File: config.mk
export PLATFORM = sky130hd
export DESIGN_NAME = ws2812_pixel_serializer_unit_flat
export DESIGN_NICKNAME = d
export VERILOG_FILES = /design/src/hdl/wspx_pkg.sv /design/src/hdl/wspx_pixel_if.sv /design/src/hdl/wspx_result_if.sv /design/src/hdl/wspx_ctrl.sv /design/src/hdl/wspx_dp.sv /design/src/hdl/ws2812_pixel_serializer_unit.sv /design/src/flat_wrapper.sv
export VERILOG_INCLUDE_DIRS = /design/src /design/src/hdl
export SDC_FILE = /design/constraint.sdc
export NUM_CORES = 1
export LEC_CHECK = 0
export BUFFER_PORTS_ARGS = -buffer_cell sky130_fd_sc_hd__buf_2
export CAP_MARGIN = 25
export CORE_ASPECT_RATIO = 0.75
export CORE_MARGIN = 5
export CORE_UTILIZATION = 48
export DETAILED_ROUTE_END_ITERATION = 8
export GPL_TIMING_DRIVEN = 0
export PLACE_DENSITY = 0.74
export SYNTH_ARGS = -nofsm -noshare
export SYNTH_HDL_FRONTEND = slang
export SYNTH_SLANG_ARGS = --single-unit
File: constraint.sdc
create_clock -name clk -period 10.4 [get_ports clk]
set_clock_uncertainty 0.05 [all_clocks]
set_input_delay 0.52 -clock clk [delete_from_list [all_inputs] [get_ports clk]]
set_output_delay 0.52 -clock clk [all_outputs]
set_load 0.01 [all_outputs]
File: src/hdl/assert_macros.svh
// assertion macros shared by the serializer rtl
`ifndef ASSERT_MACROS_SVH
`define ASSERT_MACROS_SVH

// same-cycle implication, checked on every rising edge outside reset
`define WSPX_ASSERT_IMP(lbl, ante, cons) \
    lbl: assert property (@(posedge clk) disable iff (!rst_n) (ante) |-> (cons)) \
        else $error("wspx assertion failed");

// next-cycle implication, checked on every rising edge outside reset
`define WSPX_ASSERT_NXT(lbl, ante, cons) \
    lbl: assert property (@(posedge clk) disable iff (!rst_n) (ante) |=> (cons)) \
        else $error("wspx assertion failed");

`endif

File: src/hdl/wspx_pkg.sv
// package: types, register indexes and constants of the led serializer
`timescale 1ns / 1ps

package wspx_pkg;

    localparam int TIMER_BITS_DEF = 16;
    localparam int COLOR_W        = 8;
    localparam int TIME_W         = 16;
    localparam int CFG_IDX_W      = 3;
    localparam int CFG_DATA_W     = 16;
    localparam int PIXEL_BITS     = 24;
    localparam int BITS_LEFT_W    = 5;

    localparam logic [CFG_IDX_W-1:0] REG_BRIGHTNESS  = 3'd0;
    localparam logic [CFG_IDX_W-1:0] REG_RED_CORR    = 3'd1;
    localparam logic [CFG_IDX_W-1:0] REG_GREEN_CORR  = 3'd2;
    localparam logic [CFG_IDX_W-1:0] REG_BLUE_CORR   = 3'd3;
    localparam logic [CFG_IDX_W-1:0] REG_BIT_PERIOD  = 3'd4;
    localparam logic [CFG_IDX_W-1:0] REG_HIGH_ONE    = 3'd5;
    localparam logic [CFG_IDX_W-1:0] REG_HIGH_ZERO   = 3'd6;

    localparam logic [COLOR_W-1:0] BRIGHTNESS_RST = 8'd255;
    localparam logic [COLOR_W-1:0] RED_CORR_RST   = 8'd255;
    localparam logic [COLOR_W-1:0] GREEN_CORR_RST = 8'd208;
    localparam logic [COLOR_W-1:0] BLUE_CORR_RST  = 8'd208;
    localparam logic [TIME_W-1:0]  BIT_PERIOD_RST = 16'd1200;
    localparam logic [TIME_W-1:0]  HIGH_ONE_RST   = 16'd900;
    localparam logic [TIME_W-1:0]  HIGH_ZERO_RST  = 16'd300;

    localparam logic [BITS_LEFT_W-1:0] BITS_PER_PIXEL = 5'd24;

    typedef enum logic [1:0] {
        ST_IDLE,
        ST_MUL_CORR,
        ST_MUL_BRIGHT,
        ST_COMMIT
    } state_t;

    typedef enum logic [1:0] {
        CH_GREEN,
        CH_RED,
        CH_BLUE
    } chan_t;

    typedef struct packed {
        logic  capture;
        logic  mul_corr;
        logic  mul_bright;
        chan_t chan;
        logic  tick;
        logic  load_pixel;
    } cmd_t;

    typedef struct packed {
        logic need_scale;
    } stat_t;

endpackage

File: src/hdl/wspx_pixel_if.sv
// request channel carrying one tick with an optional pixel
`timescale 1ns / 1ps

interface wspx_pixel_if;
    logic       valid;
    logic       ready;
    logic       pixel_valid;
    logic [7:0] red;
    logic [7:0] green;
    logic [7:0] blue;

    modport source (output valid, pixel_valid, red, green, blue, input ready);
    modport sink   (input valid, pixel_valid, red, green, blue, output ready);
endinterface

File: src/hdl/wspx_result_if.sv
// result channel carrying the line level and status of one tick
`timescale 1ns / 1ps

interface wspx_result_if;
    logic valid;
    logic ready;
    logic line_level;
    logic pixel_taken;
    logic busy_res;

    modport source (output valid, line_level, pixel_taken, busy_res, input ready);
    modport sink   (input valid, line_level, pixel_taken, busy_res, output ready);
endinterface

File: src/hdl/wspx_ctrl.sv
// controller: sequences channel scaling and commits one tick per request
`timescale 1ns / 1ps

module wspx_ctrl
    import wspx_pkg::*;
(
    input  logic  clk,
    input  logic  rst_n,
    input  logic  in_valid,
    output logic  in_ready,
    input  logic  out_ready,
    output logic  out_valid,
    input  stat_t stat,
    output cmd_t  cmd
);

    state_t state_reg, state_next;
    chan_t  chan_reg, chan_next;
    logic   out_valid_reg, out_valid_next;
    logic   out_free;

    assign out_free  = !out_valid_reg || out_ready;
    assign out_valid = out_valid_reg;

    always_ff @(posedge clk or negedge rst_n)
    begin
        if (!rst_n)
        begin
            state_reg     <= ST_IDLE;
            chan_reg      <= CH_GREEN;
            out_valid_reg <= 1'b0;
        end
        else
        begin
            state_reg     <= state_next;
            chan_reg      <= chan_next;
            out_valid_reg <= out_valid_next;
        end
    end

    always_comb
    begin
        state_next = state_reg;
        chan_next  = chan_reg;
        unique case (state_reg)
            ST_IDLE:
            begin
                if (in_valid && out_free && stat.need_scale)
                begin
                    state_next = ST_MUL_CORR;
                    chan_next  = CH_GREEN;
                end
            end
            ST_MUL_CORR:
            begin
                state_next = ST_MUL_BRIGHT;
            end
            ST_MUL_BRIGHT:
            begin
                unique case (chan_reg)
                    CH_GREEN:
                    begin
                        chan_next  = CH_RED;
                        state_next = ST_MUL_CORR;
                    end
                    CH_RED:
                    begin
                        chan_next  = CH_BLUE;
                        state_next = ST_MUL_CORR;
                    end
                    default:
                    begin
                        state_next = ST_COMMIT;
                    end
                endcase
            end
            ST_COMMIT:
            begin
                if (out_free)
                begin
                    state_next = ST_IDLE;
                end
            end
            default:
            begin
                state_next = ST_IDLE;
            end
        endcase
    end

    always_comb
    begin
        cmd      = '0;
        cmd.chan = chan_reg;
        in_ready = 1'b0;
        unique case (state_reg)
            ST_IDLE:
            begin
                in_ready = out_free;
                if (in_valid && out_free)
                begin
                    // a pixel to take needs scaling first, any other tick commits now
                    if (stat.need_scale)
                    begin
                        cmd.capture = 1'b1;
                    end
                    else
                    begin
                        cmd.tick = 1'b1;
                    end
                end
            end
            ST_MUL_CORR:
            begin
                cmd.mul_corr = 1'b1;
            end
            ST_MUL_BRIGHT:
            begin
                cmd.mul_bright = 1'b1;
            end
            ST_COMMIT:
            begin
                if (out_free)
                begin
                    cmd.tick       = 1'b1;
                    cmd.load_pixel = 1'b1;
                end
            end
            default:
            begin
                cmd = '0;
            end
        endcase
    end

    always_comb
    begin
        if (cmd.tick)
        begin
            out_valid_next = 1'b1;
        end
        else if (out_ready)
        begin
            out_valid_next = 1'b0;
        end
        else
        begin
            out_valid_next = out_valid_reg;
        end
    end

endmodule

File: src/hdl/wspx_dp.sv
// datapath: config registers, shared scaling multipliers, bit timer and shifter
`timescale 1ns / 1ps

module wspx_dp
    import wspx_pkg::*;
#(
    parameter int TIMER_BITS = TIMER_BITS_DEF
)
(
    input  logic                  clk,
    input  logic                  rst_n,
    input  cmd_t                  cmd,
    output stat_t                 stat,
    input  logic                  cfg_we,
    input  logic [CFG_IDX_W-1:0]  cfg_index,
    input  logic [CFG_DATA_W-1:0] cfg_data,
    input  logic                  pix_valid,
    input  logic [COLOR_W-1:0]    red,
    input  logic [COLOR_W-1:0]    green,
    input  logic [COLOR_W-1:0]    blue,
    output logic                  line_level,
    output logic                  pixel_taken,
    output logic                  busy_res
);

    localparam int CMP_W  = (TIMER_BITS > TIME_W) ? TIMER_BITS : TIME_W;
    localparam int PROD_W = 2 * COLOR_W;
    localparam int FULL_W = 3 * COLOR_W;

    logic [COLOR_W-1:0] brightness_reg;
    logic [COLOR_W-1:0] red_corr_reg;
    logic [COLOR_W-1:0] green_corr_reg;
    logic [COLOR_W-1:0] blue_corr_reg;
    logic [TIME_W-1:0]  bit_period_reg;
    logic [TIME_W-1:0]  high_one_reg;
    logic [TIME_W-1:0]  high_zero_reg;

    logic [COLOR_W-1:0] red_in_reg, green_in_reg, blue_in_reg;
    logic [COLOR_W-1:0] red_sc_reg, green_sc_reg, blue_sc_reg;
    logic [PROD_W-1:0]  prod_reg;

    logic [PIXEL_BITS-1:0]  shift_reg, shift_next;
    logic [BITS_LEFT_W-1:0] bits_left_reg, bits_left_next;
    logic [TIMER_BITS-1:0]  count_reg, count_next;
    logic [TIME_W-1:0]      high_time_reg, high_time_next;

    logic line_reg, taken_reg, busy_reg;
    logic line_next;

    logic [COLOR_W-1:0]     mul_value, mul_corr;
    logic [FULL_W-1:0]      full_prod;
    logic [PIXEL_BITS-1:0]  word0;
    logic [BITS_LEFT_W-1:0] left0;
    logic [TIMER_BITS-1:0]  count_eff;
    logic                   count_max, bit_start;

    assign stat.need_scale = pix_valid && (bits_left_reg == '0);

    always_ff @(posedge clk or negedge rst_n)
    begin
        if (!rst_n)
        begin
            brightness_reg <= BRIGHTNESS_RST;
            red_corr_reg   <= RED_CORR_RST;
            green_corr_reg <= GREEN_CORR_RST;
            blue_corr_reg  <= BLUE_CORR_RST;
            bit_period_reg <= BIT_PERIOD_RST;
            high_one_reg   <= HIGH_ONE_RST;
            high_zero_reg  <= HIGH_ZERO_RST;
        end
        else if (cfg_we)
        begin
            unique case (cfg_index)
                REG_BRIGHTNESS: brightness_reg <= cfg_data[COLOR_W-1:0];
                REG_RED_CORR:   red_corr_reg   <= cfg_data[COLOR_W-1:0];
                REG_GREEN_CORR: green_corr_reg <= cfg_data[COLOR_W-1:0];
                REG_BLUE_CORR:  blue_corr_reg  <= cfg_data[COLOR_W-1:0];
                REG_BIT_PERIOD: bit_period_reg <= cfg_data[TIME_W-1:0];
                REG_HIGH_ONE:   high_one_reg   <= cfg_data[TIME_W-1:0];
                REG_HIGH_ZERO:  high_zero_reg  <= cfg_data[TIME_W-1:0];
                default:        ;
            endcase
        end
    end

    // shared multipliers: value * correction, then the product * brightness
    always_comb
    begin
        unique case (cmd.chan)
            CH_GREEN:
            begin
                mul_value = green_in_reg;
                mul_corr  = green_corr_reg;
            end
            CH_RED:
            begin
                mul_value = red_in_reg;
                mul_corr  = red_corr_reg;
            end
            default:
            begin
                mul_value = blue_in_reg;
                mul_corr  = blue_corr_reg;
            end
        endcase
    end

    assign full_prod = FULL_W'(prod_reg) * FULL_W'(brightness_reg);

    always_ff @(posedge clk)
    begin
        if (cmd.capture)
        begin
            red_in_reg   <= red;
            green_in_reg <= green;
            blue_in_reg  <= blue;
        end
        if (cmd.mul_corr)
        begin
            prod_reg <= PROD_W'(mul_value) * PROD_W'(mul_corr);
        end
        if (cmd.mul_bright)
        begin
            unique case (cmd.chan)
                CH_GREEN: green_sc_reg <= full_prod[FULL_W-1:PROD_W];
                CH_RED:   red_sc_reg   <= full_prod[FULL_W-1:PROD_W];
                default:  blue_sc_reg  <= full_prod[FULL_W-1:PROD_W];
            endcase
        end
    end

    // one tick of the waveform generator
    always_comb
    begin
        word0 = cmd.load_pixel ? {green_sc_reg, red_sc_reg, blue_sc_reg} : shift_reg;
        left0 = cmd.load_pixel ? BITS_PER_PIXEL : bits_left_reg;

        count_max = (count_reg == '1);
        bit_start = (left0 != '0) &&
                    ((CMP_W'(count_reg) >= CMP_W'(bit_period_reg)) || count_max);

        shift_next     = word0;
        bits_left_next = left0;
        high_time_next = high_time_reg;
        count_eff      = count_reg;
        if (bit_start)
        begin
            high_time_next = word0[PIXEL_BITS-1] ? high_one_reg : high_zero_reg;
            count_eff      = '0;
            shift_next     = {word0[PIXEL_BITS-2:0], 1'b0};
            bits_left_next = left0 - BITS_LEFT_W'(1);
        end

        line_next  = CMP_W'(count_eff) < CMP_W'(high_time_next);
        count_next = (count_eff == '1) ? count_eff : count_eff + TIMER_BITS'(1);
    end

    always_ff @(posedge clk or negedge rst_n)
    begin
        if (!rst_n)
        begin
            shift_reg     <= '0;
            bits_left_reg <= '0;
            count_reg     <= '0;
            high_time_reg <= '0;
        end
        else if (cmd.tick)
        begin
            shift_reg     <= shift_next;
            bits_left_reg <= bits_left_next;
            count_reg     <= count_next;
            high_time_reg <= high_time_next;
        end
    end

    always_ff @(posedge clk or negedge rst_n)
    begin
        if (!rst_n)
        begin
            line_reg  <= 1'b0;
            taken_reg <= 1'b0;
            busy_reg  <= 1'b0;
        end
        else if (cmd.tick)
        begin
            line_reg  <= line_next;
            taken_reg <= cmd.load_pixel;
            busy_reg  <= (bits_left_next != '0);
        end
    end

    assign line_level  = line_reg;
    assign pixel_taken = taken_reg;
    assign busy_res    = busy_reg;

endmodule

File: src/hdl/ws2812_pixel_serializer_unit.sv
// top level of the one-wire led pixel serializer
`timescale 1ns / 1ps
// usage:
// each request on the pixel channel is one tick of the led waveform generator;
// it may carry a pixel (pixel_valid) that is taken when no bits are left to send.
// each request yields exactly one result: the line level for that tick, whether
// the pixel was taken, and whether bits of a pixel are still to start.
// a tick that takes no pixel is committed in the cycle it is accepted, so while
// results are taken such ticks run at one per cycle; each result shows next cycle.
// a tick that takes a pixel holds the channel during scaling: the three channels
// go in turn through two shared multipliers (correction, then brightness), then
// the tick commits and its result goes to the output register; ready is low
// meanwhile, and also while the commit waits on a stalled result.
// the result sits in an output register; a new request is taken while it waits
// only if the receiver takes it in that same cycle, so a stalled receiver stops
// the request channel after one pending result.
// config writes (cfg_we, cfg_index, cfg_data) are taken at once and belong to
// idle periods. reset loads the register defaults, clears the shifter and timer,
// and drives the line low.

`include "assert_macros.svh"

module ws2812_pixel_serializer_unit
    import wspx_pkg::*;
#(
    parameter int TIMER_BITS = TIMER_BITS_DEF
)
(
    input  logic                  clk,
    input  logic                  rst_n,
    input  logic                  cfg_we,
    input  logic [CFG_IDX_W-1:0]  cfg_index,
    input  logic [CFG_DATA_W-1:0] cfg_data,
    wspx_pixel_if.sink            pixel,
    wspx_result_if.source         result
);

    cmd_t  cmd;
    stat_t stat;

    wspx_ctrl u_ctrl (
        .clk       (clk),
        .rst_n     (rst_n),
        .in_valid  (pixel.valid),
        .in_ready  (pixel.ready),
        .out_ready (result.ready),
        .out_valid (result.valid),
        .stat      (stat),
        .cmd       (cmd)
    );

    wspx_dp #(
        .TIMER_BITS (TIMER_BITS)
    ) u_dp (
        .clk         (clk),
        .rst_n       (rst_n),
        .cmd         (cmd),
        .stat        (stat),
        .cfg_we      (cfg_we),
        .cfg_index   (cfg_index),
        .cfg_data    (cfg_data),
        .pix_valid   (pixel.pixel_valid),
        .red         (pixel.red),
        .green       (pixel.green),
        .blue        (pixel.blue),
        .line_level  (result.line_level),
        .pixel_taken (result.pixel_taken),
        .busy_res    (result.busy_res)
    );

    // a fresh pixel always leaves bits to send
    `WSPX_ASSERT_IMP(a_taken_busy, result.valid && result.pixel_taken, result.busy_res)
    // a request is never taken while a stalled result would be overwritten
    `WSPX_ASSERT_IMP(a_no_overrun, pixel.ready, !result.valid || result.ready)
    // taking a pixel starts the scaling sequence, so no request next cycle
    `WSPX_ASSERT_NXT(a_scale_stall, pixel.valid && pixel.ready && stat.need_scale,
        !pixel.ready)

endmodule
File: src/flat_wrapper.sv
// flat-port wrapper written by rule: the top's interface ports become plain ports
module ws2812_pixel_serializer_unit_flat import wspx_pkg::*;
#(
    parameter int TIMER_BITS = TIMER_BITS_DEF
)
  (clk, rst_n, cfg_we, cfg_index, cfg_data, pixel_valid, pixel_pixel_valid, pixel_red, pixel_green, pixel_blue, pixel_ready, result_valid, result_line_level, result_pixel_taken, result_busy_res, result_ready);
  wspx_pixel_if pixel_i ();
  wspx_result_if result_i ();
  input  logic clk;
  input  logic rst_n;
  input  logic cfg_we;
  input  logic [CFG_IDX_W-1:0] cfg_index;
  input  logic [CFG_DATA_W-1:0] cfg_data;
  input wire logic [$bits(pixel_i.valid)-1:0] pixel_valid;
  input wire logic [$bits(pixel_i.pixel_valid)-1:0] pixel_pixel_valid;
  input wire logic [$bits(pixel_i.red)-1:0] pixel_red;
  input wire logic [$bits(pixel_i.green)-1:0] pixel_green;
  input wire logic [$bits(pixel_i.blue)-1:0] pixel_blue;
  output wire logic [$bits(pixel_i.ready)-1:0] pixel_ready;
  output wire logic [$bits(result_i.valid)-1:0] result_valid;
  output wire logic [$bits(result_i.line_level)-1:0] result_line_level;
  output wire logic [$bits(result_i.pixel_taken)-1:0] result_pixel_taken;
  output wire logic [$bits(result_i.busy_res)-1:0] result_busy_res;
  input wire logic [$bits(result_i.ready)-1:0] result_ready;
  assign pixel_i.valid = pixel_valid;
  assign pixel_i.pixel_valid = pixel_pixel_valid;
  assign pixel_i.red = pixel_red;
  assign pixel_i.green = pixel_green;
  assign pixel_i.blue = pixel_blue;
  assign pixel_ready = pixel_i.ready;
  assign result_valid = result_i.valid;
  assign result_line_level = result_i.line_level;
  assign result_pixel_taken = result_i.pixel_taken;
  assign result_busy_res = result_i.busy_res;
  assign result_i.ready = result_ready;
  ws2812_pixel_serializer_unit #(.TIMER_BITS(TIMER_BITS)) u_core (.clk(clk), .rst_n(rst_n), .cfg_we(cfg_we), .cfg_index(cfg_index), .cfg_data(cfg_data), .pixel(pixel_i), .result(result_i));
endmodule
==> impl_metrics.json <==
{
  "status": "finished, final reports clean",
  "place_area_um2": 16500,
  "coreArea_um2": 32200,
  "antenna_found_initial": 0,
  "gp_congestion": 0.890,
  "grt_pass1_vias": 11600,
  "fillerInstances": 2870,
  "clockRootBuffer": "clkbuf_16",
  "antenna_cells": 0,
  "cp.arrival_ns": 6.58,
  "path_class": "flop to flop",
  "die-area_um2": 36300,
  "drc": 0,
  "clk_latency_ns": 0.53,
  "multiInputGateArea_um2": 9080,
  "slowest_delay_ns": 0.55,
  "p_int_mw": 3.39,
  "start_util_pct": 48.5,
  "ys_async_sr_fraction_pct": 70.0,
  "cts_buffers": 23,
  "grt_busiest_layer": "met1",
  "viasPerCell": 5.48,
  "first_pass_iters": 5,
  "p_comb_share_pct": 63.8,
  "synth_edf_count": 64,
  "final_area_um2": 17200,
  "cap_violations": 0,
  "clkSinkCount": 213,
  "cp_max_fo": 10,
  "fin_ws_ns": 4.08,
  "postCtsHoldBufs": 1,
  "min_period_ns": 6.32,
  "drt_wl_total_um": 36600,
  "vdd_drop_max_mv": 0.407,
  "cts_setup_buffers": 0,
  "synth_nets": 1820,
  "path_clk_slew_ns": 0.06,
  "synth_cell_type_count": 70,
  "slew_viol_final": 0,
  "worst_pin_slew_ns": 0.733,
  "min_path_cells": 1,
  "drt_iter0_markers": 906,
  "layout_common_cells": "192 x nor2_1, 162 x inv_1, 140 x nand2_1",
  "cpMaxStageDelayCell": "a21oi_1",
  "grt_usage_pct": 20.6,
  "yosys_warnings": 0,
  "relSlewSlack_pct": 50.1,
  "setup_viol": 0,
  "syn-cell-area_um2": 15600,
  "layout-drive-gt1-share_pct": 14.7,
  "grtUsageMet1_pct": 31.7,
  "dp_hpwl_um": 28000,
  "syn_to_final_growth_pct": 10.1,
  "grt_setup_unrepaired": "false",
  "yosysSeqAreaShare_pct": 36.4,
  "num_vias": 11400,
  "die_w_um": 218,
  "cts_max_level": 1,
  "gr-total-overflow": 0,
  "cts_tree": "yes",
  "mostFrequentLayoutCell": "nor2_1",
  "io_pins": 54,
  "dp_slack_ns": 4.12,
  "grt_max_degree": 92,
  "p_sw_mw": 2.83,
  "fmax_ghz": 0.158,
  "wl_per_cell_um": 17.6,
  "worstPathRequired_ns": 10.65,
  "p_clk_share_pct": 12.1,
  "rows": 57,
  "fin_setup_tns_ns": 0,
  "cp-start-kind": "flop",
  "ff_latch_area_um2": 5690,
  "leakagePower_nw": 7.83,
  "finalHoldViolations": 0,
  "swShare_pct": 45.5,
  "grt_use_met2_pct": 31.3,
  "synth_area_per_cell_um2": 10.2,
  "largest_register_ff_count": 24,
  "synth_seq_cells": 213,
  "path_cells": "clkbuf_1 -> buf_1 -> mux2i_1 -> nor2_1 -> a21oi_1 -> or2_2 -> fa_1 -> fa_1 -> inv_1 -> fa_1 -> inv_1 -> fa_1 -> inv_1 -> ha_1 -> inv_1 -> o21bai_1 -> a31o_2 -> a41o_1 -> o41a_1 -> xnor2_1",
  "finalPower_mw": 6.23,
  "nets": 1902,
  "grt_util_met3_pct": 3.81,
  "drtAntennaViolNets": 0,
  "final_util_pct": 53.4,
  "pwr_density_cell_nw_per_um2": 362,
  "synth_ff_type": "dfrtp_1",
  "p_seq_share_pct": 24.1,
  "die-height_um": 166,
  "cts_buffer_depth": 3,
  "portBuffers": 51,
  "cts_resized": 0,
  "grt_pass1_wl_um": 61500,
  "hp-class": "primary input to flop",
  "postSynthCellCount": 1537,
  "crit_path_end_kind": "flop",
  "fin_crit_sh_pct": 60.8,
  "reg2regPathDepth": 20
}
## kinds of logic after synthesis
| kind of cell | count (synthesis) | share of synthesized area [%] |
|---|---|---|
| mux | 122 | 8.42 |
| buf+inv | 217 | 5.48 |
| compound gates | 207 | 8.26 |
| fa+ha+maj | 234 | 24.5 |
| xor+xnor | 21 | 1.18 |
| flops | 213 | 36.4 |
| simple gates | 523 | 15.8 |
## cell usage after synthesis (17+ instances only)
cell	count	area, um^2
nand2_1	140	526
clkbuf_1	27	101
nor2_1	193	724
ha_1	115	1440
nor3_1	18	90.1
mux2_2	66	743
inv_1	162	608
nand3_1	17	85.1
a21oi_1	67	335
o21ai_0	74	370
mux2i_1	55	551
fa_1	119	2380
edfxtp_1	64	1920
and2_1	100	626
buf_2	19	95.1
dfrtp_1	115	2880
dfstp_2	34	893
xnor2_1	18	158
## critical path, delay by kind of cell (launching register included)
family,cells,cell delay [ns]
AO/OA/AOI/OAI,5,1.50
XOR/XNOR,1,0.32
buffers and inverters,6,1.04
AND/OR/NAND/NOR,2,0.30
flip-flops,1,0.33
multiplexers,1,0.25
adder cells (fa/ha/maj),5,2.31
## layout make-up
type / instances / share of cell area (%)
Clock buffer: 32 / 3.60
Multi-Input combinational cell: 1107 / 52.8
Sequential cell: 213 / 33.1
Tap cell: 442 / 3.21
Buffer: 55 / 1.45
Timing Repair Buffer: 57 / 1.93
Inverter: 162 / 3.53
Clock inverter: 10 / 0.407
## worst paths after layout
| check | from | slack, ns | to |
|---|---|---|---|
| hold reg to reg | u_core.u_dp.shift_reg[20]$_DFFE_PN0P_ | 0.43 | u_core.u_dp.shift_reg[20]$_DFFE_PN0P_ |
| hold / removal | pixel_green[4] | 0.12 | u_core.u_dp.green_in_reg[4]$_DFFE_PP_ |
| max in group asynchronous | rst_n | 8.87 | u_core.u_dp.brightness_reg[0]$_DFFE_PN1P_ |
| min in group asynchronous | rst_n | 0.54 | u_core.u_dp.high_time_reg[14]$_DFFE_PN0P_ |
| setup reg to reg | u_core.u_ctrl.chan_reg[0]$_DFFE_PN0P_ | 4.08 | u_core.u_dp.prod_reg[15]$_DFFE_PN_ |
| setup / recovery | u_core.u_ctrl.chan_reg[0]$_DFFE_PN0P_ | 4.08 | u_core.u_dp.prod_reg[15]$_DFFE_PN_ |
## per-layer routing
metal	vias up	wire length, um
met5	-	0
met4	0	427
met3	35	2880
met2	383	16300
met1	5717	16900
li1	5262	-
## through the flow
| step | std cells | hold slack, ns |
|---|---|---|
| 2_1_floorplan | 1537 | 0.174 |
| 6_report | 2078 | 0.115 |
| 3_3_place_gp | 2030 | 0.411 |
| 5_1_grt | 2078 | 0.0859 |
| 3_5_place_dp | 2034 | 0.417 |
| 4_1_cts | 2077 | 0.0941 |
## power groups by stage
| stage | Clock [mW] | Combinational [mW] | Sequential [mW] |
|---|---|---|---|
| after floorplan | 0 | 2.94 | 1.43 |
| after CTS | 0.765 | 4.01 | 1.50 |
| after detailed placement | 0 | 3.96 | 1.51 |
| final | 0.753 | 3.97 | 1.50 |
| after global routing | 0.810 | 4.61 | 1.52 |
| after global placement | 0 | 3.81 | 1.50 |
(Power assumes the default switching activity.)
